$ cat config.mk
export PLATFORM = sky130hd
export DESIGN_NAME = gps_ram
export DESIGN_NICKNAME = d
export VERILOG_FILES = /design/src/design/gps_ram.sv
export SDC_FILE = /design/constraint.sdc
export NUM_CORES = 1
export LEC_CHECK = 0
export ABC_AREA = 1
export BUFFER_PORTS_ARGS = -buffer_cell sky130_fd_sc_hd__buf_4
export CAP_MARGIN = 20
export CORE_ASPECT_RATIO = 2
export CORE_UTILIZATION = 50
export CTS_CLUSTER_SIZE = 16
export DETAILED_ROUTE_END_ITERATION = 12
export PLACE_DENSITY = 0.73
export SLEW_MARGIN = 20
export SYNTH_ARGS = -nofsm -noshare
export SYNTH_HDL_FRONTEND = slang
export SYNTH_SLANG_ARGS = --single-unit
$ cat constraint.sdc
create_clock -name clock -period 5.55 [get_ports clock]
set_clock_uncertainty 0.2 [all_clocks]
set_input_delay 0.2775 -clock clock [delete_from_list [all_inputs] [get_ports clock]]
set_output_delay 0.2775 -clock clock [all_outputs]
set_load 0.05 [all_outputs]
$ cat src/design/gps_ram.sv
// Generic single-port-write, single-port-read RAM with registered read data.
// No dependencies.
module gps_ram #(
   parameter int Width = 8,
   parameter int Depth = 64
) (
   input  logic                     clock,
   input  logic                     wr_en,
   input  logic [$clog2(Depth)-1:0] wr_addr,
   input  logic [Width-1:0]         wr_data,
   input  logic [$clog2(Depth)-1:0] rd_addr,
   output logic [Width-1:0]         rd_data
);

   logic [Width-1:0] mem [Depth];

   // Write port and registered read port.
   always_ff @(posedge clock) begin
      if (wr_en) begin
         mem[wr_addr] <= wr_data;
      end
      rd_data <= mem[rd_addr];
   end

endmodule

==> summary.txt, run 1 <==
Initial DRC count - 1,573
Die ar. - 43,600 µm²
Share of cells above drive strength 1 - 5.79%
Yosys warns - 0
Number of max-cap violations - 0
Period utilisation layout - 59.8%
Final Net Count - 1,807
Final setup violation count - 0
Seq/Total Area, Yosys - 72.8%
Initial antenna violation count - 1
Final core utilization - 54.5%
DP HPWL - 31,900 µm
Die Wd - 148 µm
VDD IR max - 0.191 mV
Min Hold Slack - 79.7 ps
Slew @ Worst Pin - 989 ps
GP Congestion - 0.939
Period minus WS final - 3320 ps
CTS tree - yes
Routed wire per std cell - 22.7 µm
Drt pass-1 iters - 6
GRT Total Usage - 25.2%
Status - finished clean
Cts-stage hold buffer count - 3
Max Root-Sink Buffers - 3
Post-CTS Setup Bufs - 0
Place WS - 2130 ps
Fmax - 301 MHz
Lkg Pwr - 8.10 nW
IO Port Bufs - 29
Hold Fails Final Rpt - 0
Area grow syn2layout - 7.05%
Yosys cell types - 16
Placement Cell Area - 21,600 µm²
Clk Latency, worst-skew pair - 550 ps
Vias/cell - 5.84
Startpoint types - input pin
Max Fanout on Critical Path - 69
Most common cell after layout, fill and taps aside - nand2_1
Total CTS buffers - 41
RSZ-0062 raised after global routing - no
Worst setup margin - 2230 ps
Initial Utilization - 50.9%
# H-tree levels - 2
Hold Crit Class - in -> reg
Largest net degree at the start of global routing - 110
Post-Syn Nets - 1,827
Max_slew headroom - 33.9%
Total clock sinks - 520
Final Max Tran Viols - 0
Syn_area_per_cell - 11.8 µm²
I/O Pins - 30
Mapped cell area - 21,300 µm²
Most frequent cells in the layout - nand2_1 (648), edfxtp_1 (512), nand3_1 (439), nor2_1 (56), buf_4 (45)
Die height - 294 µm
Std cell rows - 106
Post-Synthesis Cells - 1,805
Post-route antenna net violation count - 0
Total grt overflow - 0
WP data required - 5850 ps
CP Class - in -> reg
Crit end category - flip-flop
N_diodes - 0
Core area - 41,900 µm²
Vias - 13,800
DRC Markers - 0
Final wirelength - 53,400 µm
Final instance area - 22,800 µm²
Yosys reg bits - 520
Pwr Density - 337 nW/µm²
Post_cts resized - 0
CP arrival - 3610 ps
First-pass GRT wire length - 80,700 µm
Clock transition at path regs - 70 ps
Final setup TNS - 0 ps
Clock root buffer - clkbuf_16
Vias in the first global route - 13,500
==> power breakdown <==
part	switching, mW	internal [mW]	leakage (nW)
sequential	0.0176	4.34	4.67
clock	1.31	1.49	0.613
combinational	0.408	0.121	2.82
total	1.74	5.95	8.10
==> Yosys cell counts, drive strengths merged <==
cell type | count | area share, %
nand2 | 648 | 11
edfxtp | 512 | 72
nand3 | 439 | 10
buf | 98 | 3.5
nor2 | 56 | 0.99
clkbuf | 15 | 0.26
inv | 12 | 0.23
nand4 | 9 | 0.26
dfxtp | 8 | 0.75
nor4 | 8 | 0.23
==> worst max-delay path, stage by stage <==
cell and delay, ps:
buf_4 440, clkinv_2 860, buf_4 670, nand3_1 190
nand3_1 130, nand2_1 180, nand2_1 80, nand3_1 80
nand3_1 60, dlygate4sd3_1 570, nand2_1 50
==> path summary, 6_finish.rpt <==
check                       start                   end  depth (start not counted)  slack, ps
max reg2reg  mem[45][2]$_DFFE_PP_    rd_data[2]$_DFF_P_                          9       3270
min                    wr_addr[0]  mem[52][1]$_DFFE_PP_                          3         80
min reg2reg  mem[56][3]$_DFFE_PP_    rd_data[3]$_DFF_P_                          8        600
max                    rd_addr[1]    rd_data[2]$_DFF_P_                         11       2230
==> area by class of cell <==
cell class,instances,area (µm²)
multi-input combinational,1160,4950
clock buffer,57,1140
clock inverter,15,103
tap,540,676
fill,3415,19100
inverter,12,51.3
sequential,520,15500
timing repair buffer,50,394
==> through the flow <==
stage               std cells  power, mW
finish                   2354       7.69
global route             2354       7.89
CTS                      2353       7.70
detailed placement       2278       4.97
global placement         2278       4.95
floorplan                1805       4.77
==> metal layers <==
| metal | track usage, % | wire length [µm] | vias to the layer above | part of all wire (%) |
|---|---|---|---|---|
| li1 | - | - | 6289 | - |
| met1 | 28.1 | 18200 | 6608 | 34 |
| met2 | 43.2 | 27300 | 660 | 51 |
| met3 | 3.26 | 3550 | 193 | 6.6 |
| met4 | 19.7 | 4300 | 2 | 8.1 |
| met5 | 0 | 12 | - | 0.022 |
==> logic make-up (layout without fill, tap and decap cells) <==
| family | Yosys count | after routing | share of synthesized area, % |
|---|---|---|---|
| buffers and inverters | 125 | 134 | 4.02 |
| DFF | 520 | 520 | 72.8 |
| and+or+nand+nor | 1160 | 1160 | 23.2 |
==> sequential cells by signal, summed over array words and instances, names as in the netlist <==
register and cells:
mem 512, rd_data 8
No activity file was read; power rests on OpenSTA's default activity.
==> run 2, diff against run 1 <==
--- a/config.mk
+++ b/config.mk
@@ -5,7 +5,7 @@
 export SDC_FILE = /design/constraint.sdc
 export NUM_CORES = 1
 export LEC_CHECK = 0
-export ABC_AREA = 1
+export ABC_AREA = 0
 export BUFFER_PORTS_ARGS = -buffer_cell sky130_fd_sc_hd__buf_4
 export CAP_MARGIN = 20
 export CORE_ASPECT_RATIO = 2
==> constraint.sdc (replaced) <==
create_clock -name clock -period 3.2 [get_ports clock]
set_clock_uncertainty 0.2 [all_clocks]
set_input_delay 0.16 -clock clock [delete_from_list [all_inputs] [get_ports clock]]
set_output_delay 0.16 -clock clock [all_outputs]
set_load 0.05 [all_outputs]
==> run 2 against run 1 <==
  * The flow now finishes with violations (negative hold slack)
  * Final cell count down 32%
  * Power up 78%
  * Die area down 5.4%
  * Critical path depth down 3
  * Clock power up 90%
  * Sequential cell count unchanged
  * Combinational power up 47%
  * Register-to-register slack worse by 2600 ps
  * Critical endpoint unchanged
  * Largest cell class unchanged
  * Highest routed layer is now met4
==> summary.txt, run 2 <==
Failing checks - negative hold slack
Clock transition at path regs - 70 ps (about the same)
Initial antenna violation count - 0 (-1)
CTS tree - yes
GRT Total Usage - 23.4% (-1.7 points)
Final setup violation count - 0 (unchanged)
DRC Markers - 0 (unchanged)
First-pass GRT wire length - 67,700 µm (-16%)
Crit-path slowest cell - dlygate4sd3_1
Worst hold path cell count - 1 (-2)
Hold Path Sink - mem[50][0]$_DFFE_PP_
Post-route antenna net violation count - 0 (unchanged)
Share of cells above drive strength 1 - 27.9% (+22 points)
Worst setup margin - 428 ps (-1800 ps)
Final Max Tran Viols - 0 (unchanged)
EDFF count, synth - 512 (unchanged)
Fmax - 361 MHz
Yosys reg bits - 520 (unchanged)
CP arrival - 3010 ps (-600 ps)
Final setup TNS - 0 ps (unchanged)
Worst hold start - wr_data[0]
Most frequent cells in the layout - edfxtp_1 (512), mux4_2 (126), buf_4 (95), nor2_1 (83), clkbuf_16 (45)
Most common cell after layout, fill and taps aside - edfxtp_1
RR Endpoint - rd_data[2]$_DFF_P_
Total CTS buffers - 42 (+2.4%)
Initial DRC count - 807 (-49%)
Lkg Pwr - 7.22 nW (-11%)
Number of max-cap violations - 0 (unchanged)
Die height - 286 µm (-2.8%)
Total grt overflow - 0 (unchanged)
DP HPWL - 30,300 µm (-4.9%)
Async set-or-reset flop fraction in the synthesized netlist - 0% (unchanged)
Top FF cell, synth - edfxtp_1
Area grow syn2layout - 13.2%
WP data required - 3430 ps (-2420 ps)
Yosys warns - 0 (unchanged)
Routed wire per std cell - 28.5 µm (+26%)
Place WS - 461 ps (-1670 ps)
Top flop regs - mem: 512 flops, rd_data: 8 flops
Period utilisation layout - 86.6%
Status - finished, violations left
CP Class - in -> reg
Top-area cell type share of the netlist area - 76.2% (+4.2 points)
Pwr Density - 598 nW/µm² (+78%)
Vias/cell - 6.14 (+5.2%)
Final wirelength - 45,700 µm (-14%)
Final instance area - 22,800 µm² (about the same)
Hold Crit Class - in -> reg
Reg2Reg Depth - 6 (-3)
Std cell rows - 103 (-2.8%)
Min Hold Slack - -6.77 ps (-86.5 ps)
Crit end category - flip-flop
Post-Syn Nets - 962 (-47%)
Max_slew headroom - 36.9% (+3.0 points)
Vias - 9,843 (-28%)
Die Wd - 144 µm (-2.7%)
Max FFs per register - 512 (unchanged)
Largest net degree at the start of global routing - 65 (-41%)
Seq/Total Area, Yosys - 77.0% (+4.2 points)
Placement Cell Area - 21,300 µm² (-1.2%)
RSZ-0062 raised after global routing - no
Most flop-heavy register - mem
Clk Latency, worst-skew pair - 550 ps (about the same)
VDD IR max - 0.400 mV (+110%)
Startpoint types - input pin
Hold Fails Final Rpt - 5 (+5)
Syn_area_per_cell - 21.5 µm² (+81%)
Mapped cell area - 20,200 µm² (-5.5%)
IO Port Bufs - 29 (unchanged)
Clock root buffer - clkbuf_16
Total clock sinks - 520 (unchanged)
Largest area contributor in the netlist - edfxtp_1
Vias in the first global route - 10,400 (-23%)
Yosys cell types - 40 (+24)
I/O Pins - 30 (unchanged)
Period minus WS final - 2770 ps
Slowest stage delay, CP - 540 ps (-320 ps)
FILL cells - 2,813 (-18%)
Top cells by area, synth - edfxtp_1 (76%), mux4_2 (14%), nor2_1 (1.5%)
# H-tree levels - 2 (unchanged)
Final core utilization - 57.7% (+3.2 points)
Reg2reg start - mem[45][2]$_DFFE_PP_
Initial Utilization - 51.0% (+0.056 points)
Post-Synthesis Cells - 940 (-48%)
Reg2Reg Setup Slack - 630 ps (-2640 ps)
Drt pass-1 iters - 5 (-1)
Max Root-Sink Buffers - 3 (unchanged)
Die ar. - 41,200 µm² (-5.4%)
Post_cts resized - 0 (unchanged)
Critical path, cell by cell - dlygate4sd3_1, buf_4, buf_4, mux2_2, o22ai_1, nand2_1, o2bb2ai_1, dlygate4sd3_1
Core area - 39,600 µm² (-5.6%)
Slew @ Worst Pin - 943 ps (-46.0 ps)
Commonest cells in the netlist - edfxtp_1 (512), mux4_2 (126), nor2_1 (83)
Final Net Count - 1,067 (-41%)
Count leader, synth - edfxtp_1
N_diodes - 0 (unchanged)
GP Congestion - 0.839 (-11%)
Max Fanout on Critical Path - 33 (-52%)
-- run 2: cell families (layout without fill, tap and decap cells) --
| logic type | after synthesis | count (layout) | share of synthesized area, % |
|---|---|---|---|
| flops | 520 | 520 | 77.0 |
| mux | 162 | 162 | 15.9 |
| simple gates | 153 | 153 | 3.39 |
| compound gates | 54 | 54 | 2.07 |
| buf+inv | 51 | 188 | 1.57 |
-- run 2: routing by layer --
metal	part of all wire, %	GRT usage, %
met2	56	42.7
met5	0	0
met1	33	25.9
met4	6.1	13.7
met3	4.8	2.58
-- run 2: power by group --
| group | internal [mW] | leakage (nW) | switching (mW) |
|---|---|---|---|
| clock network | 3.03 | 0.686 | 2.29 |
| logic | 0.294 | 1.86 | 0.485 |
| registers | 7.53 | 4.67 | 0.0246 |
| total | 10.9 | 7.22 | 2.80 |
-- run 2: worst max path at each step --
stage | start | endpoint | slack (ps) | depth (start not counted)
after global routing | rd_addr[3] | rd_data[2]$_DFF_P_ | 340 | 8
after floorplan | rd_addr[1] | rd_data[3]$_DFF_P_ | 1170 | 7
final | rd_addr[3] | rd_data[2]$_DFF_P_ | 430 | 8
after CTS | rd_addr[3] | rd_data[2]$_DFF_P_ | 470 | 8
after global placement | rd_addr[0] | rd_data[6]$_DFF_P_ | 480 | 6
after detailed placement | rd_addr[0] | rd_data[6]$_DFF_P_ | 460 | 6
-- run 2: through the flow --
step                cells  total power, mW
global placement     1513             8.46
finish               1602             13.7
global route         1602             14.0
detailed placement   1513             8.48
floorplan             940             8.14
CTS                  1602             13.7
-- run 2: worst max-delay path, delay by kind of cell --
kind            cells  cell delay (ps)
compound gates      2              430
mux                 1              400
buf+inv             4             1850
simple gates        1              120
-- run 2: layout make-up --
type / count / area (µm²) / share of cell area, %
Clock inverter: 17 / 215 / 0.942
Sequential cell: 520 / 15500 / 68.0
Clock buffer: 59 / 1200 / 5.25
Timing Repair Buffer: 112 / 917 / 4.02
Multi-Input combinational cell: 369 / 4320 / 18.9
Tap cell: 525 / 657 / 2.88
-- run 2: repair_timing --
item | CTS | global route
hold buffers | 13 | 0
setup buffers | 0 | 0
hold endpoints to repair | 254 | 0
==> run 3, diff against run 2 <==
--- a/config.mk
+++ b/config.mk
@@ -5,7 +5,7 @@
 export SDC_FILE = /design/constraint.sdc
 export NUM_CORES = 1
 export LEC_CHECK = 0
-export ABC_AREA = 0
+export ABC_AREA = 1
 export BUFFER_PORTS_ARGS = -buffer_cell sky130_fd_sc_hd__buf_4
 export CAP_MARGIN = 20
 export CORE_ASPECT_RATIO = 2
==> run 3 against run 2 <==
  * The run now ends clean
  * Clock power decreased by 7.0%
  * Maximum frequency decreased by 6.7%
  * Register-to-register slack got worse by 40 ps
  * Sequential power about the same
  * Wire length increased by 14%
  * Largest cell class unchanged
==> summary.txt, run 3 (synthesis results as in run 1) <==
Final setup TNS - 0 ps (unchanged)
Max Fanout on Critical Path - 34 (+3.0%)
Met1 GRT Util - 25.7% (-0.30 points)
Clock root buffer - clkbuf_16
Register area - 15,500 µm² (unchanged)
Slew @ Worst Pin - 1130 ps (+187 ps)
VDD IR max - 0.361 mV (-9.7%)
Initial antenna violation count - 1 (+1)
Routed wire per std cell - 21.8 µm (-24%)
Final wirelength - 52,200 µm (+14%)
Total clock sinks - 520 (unchanged)
CTS tree - yes
Final Max Tran Viols - 0 (unchanged)
Placed cell count - 2,316 (+53%)
Share of cells above drive strength 1 - 7.97% (-20 points)
Initial DRC count - 1,255 (+56%)
Std cell rows - 106 (+2.9%)
Fmax - 337 MHz (-6.7%)
Crit-path slowest cell - dlygate4sd3_1
Most used cell, CP - dlygate4sd3_1
Min Hold Slack - 0.705 ps (+7.48 ps)
Period utilisation layout - 92.8% (+6.2 points)
IO Port Bufs - 29 (unchanged)
Area grow syn2layout - 9.16%
CP arrival - 3210 ps (+200 ps)
Most flop-heavy register - mem
Final setup violation count - 0 (unchanged)
Crit end category - flip-flop
Worst setup margin - 229 ps (-199 ps)
Startpoint types - input pin
Initial Utilization - 50.9% (-0.056 points)
First-pass GRT wire length - 78,100 µm (+15%)
Total CTS buffers - 41 (-2.4%)
Max Root-Sink Buffers - 3 (unchanged)
Most Used Layer, Global Route - met2
Die Wd - 148 µm (+2.8%)
Max FFs per register - 512 (unchanged)
Core area - 41,900 µm² (+5.9%)
DRC Markers - 0 (unchanged)
Max_slew headroom - 24.7% (-12 points)
# H-tree levels - 2 (unchanged)
Vias - 13,700 (+39%)
Global routing usage on met3 - 2.53% (-0.051 points)
Pwr Density - 577 nW/µm² (-3.6%)
Clock transition at path regs - 70 ps (about the same)
Top flop regs - mem: 512 flops, rd_data: 8 flops
Vias in the first global route - 13,500 (+30%)
Hold Crit Class - in -> reg
Lkg Pwr - 8.37 nW (+16%)
Post-route antenna net violation count - 0 (unchanged)
Hold Fails Final Rpt - 0 (-5)
Die ar. - 43,600 µm² (+5.8%)
Largest net degree at the start of global routing - 257 (+300%)
Most common cell after layout, fill and taps aside - nand2_1
Finished Layout Cells - 2,397 (+50%)
Most frequent cells in the layout - nand2_1 (648), edfxtp_1 (512), nand3_1 (439), buf_4 (77), nor2_1 (56)
Multi-input combinational cell area - 4950 µm² (+15%)
DP HPWL - 31,300 µm (+3.3%)
I/O Pins - 30 (unchanged)
Vias/cell - 5.73 (-6.8%)
Final Net Count - 1,850 (+73%)
Clk Latency, worst-skew pair - 550 ps (about the same)
Place WS - 701 ps (+240 ps)
Critical path, cell by cell - dlygate4sd3_1, buf_4, clkinvlp_4, nand2_1, nand3_1, nand3_1, dlygate4sd3_1, nand2_1, dlygate4sd3_1
Met2 Usage GRT - 44.0% (+1.3 points)
Die height - 294 µm (+2.8%)
GRT Total Usage - 24.4% (+0.98 points)
Drt pass-1 iters - 7 (+2)
GP Congestion - 0.840 (+0.19%)
FILL cells - 3,373 (+20%)
Slowest stage delay, CP - 550 ps (about the same)
Number of max-cap violations - 0 (unchanged)
Total grt overflow - 0 (unchanged)
Period minus WS final - 2970 ps (+199 ps)
Status - finished clean
WP data required - 3440 ps (about the same)
RSZ-0062 raised after global routing - no
CP Class - in -> reg
run 3: cell types whose count changed in the layout (fill, tap and decap cells not counted), sizes merged, moves of 11 or more:
cell / before / now
nor2: 83 / 56
mux2i: 23 / 0
nand2: 19 / 648
nand3: 13 / 439
buf: 98 / 84
mux4: 126 / 0
mux2: 13 / 0
inv: 0 / 11
nor2b: 14 / 0
run 3: worst max-delay path, delay by kind of cell:
kind,cells,cell delay [ps]
buffers and inverters,5,2470
AND/OR/NAND/NOR,4,550
run 3: area by class of cell:
type                            count  area share (%)
Timing Repair inverter              1          0.0215
Antenna cell                        1          0.0107
Multi-Input combinational cell   1160            21.2
Clock inverter                     10           0.446
Sequential cell                   520            66.7
Inverter                           12           0.236
Clock buffer                       61            5.07
Timing Repair Buffer               92            3.39
Tap cell                          540            2.90
run 3: final timing paths:
check / startpoint / end / slack [ps] / cells after the start
worst max register to register: mem[37][0]$_DFFE_PP_ / rd_data[0]$_DFF_P_ / 590 / 10
worst min register to register: mem[8][4]$_DFFE_PP_ / rd_data[4]$_DFF_P_ / 620 / 8
worst min-delay path: wr_data[6] / mem[51][6]$_DFFE_PP_ / 0.7 / 1
worst max-delay path: rd_addr[3] / rd_data[0]$_DFF_P_ / 230 / 9
run 3: repair_timing:
action,in CTS,in global routing
hold buffers,8,0
resized for setup,0,1
buffers inserted,0,0
endpoints found under the hold margin,63,0
setup endpoints to repair,0,1
run 3: layer usage:
layer  share of wire [%]  wire [µm]
met5                   0          0
met1                  33      17500
met4                 8.6       4460
met3                 5.5       2850
met2                  53      27400
run 3: report_power, final:
part,total [mW],leakage (nW),switching (mW),internal [mW]
clock,4.95,0.637,2.23,2.72
sequential,7.55,4.67,0.0210,7.53
combinational,0.934,3.05,0.702,0.232
run 3: metrics by stage:
step	cell area (µm²)	utilization (%)	total power [mW]
finish	23300	55.6	13.4
CTS	23300	55.6	13.5
floorplan	21300	-	8.27
global placement	21900	52.3	8.61
global route	23300	55.6	13.8
detailed placement	21900	52.3	8.62
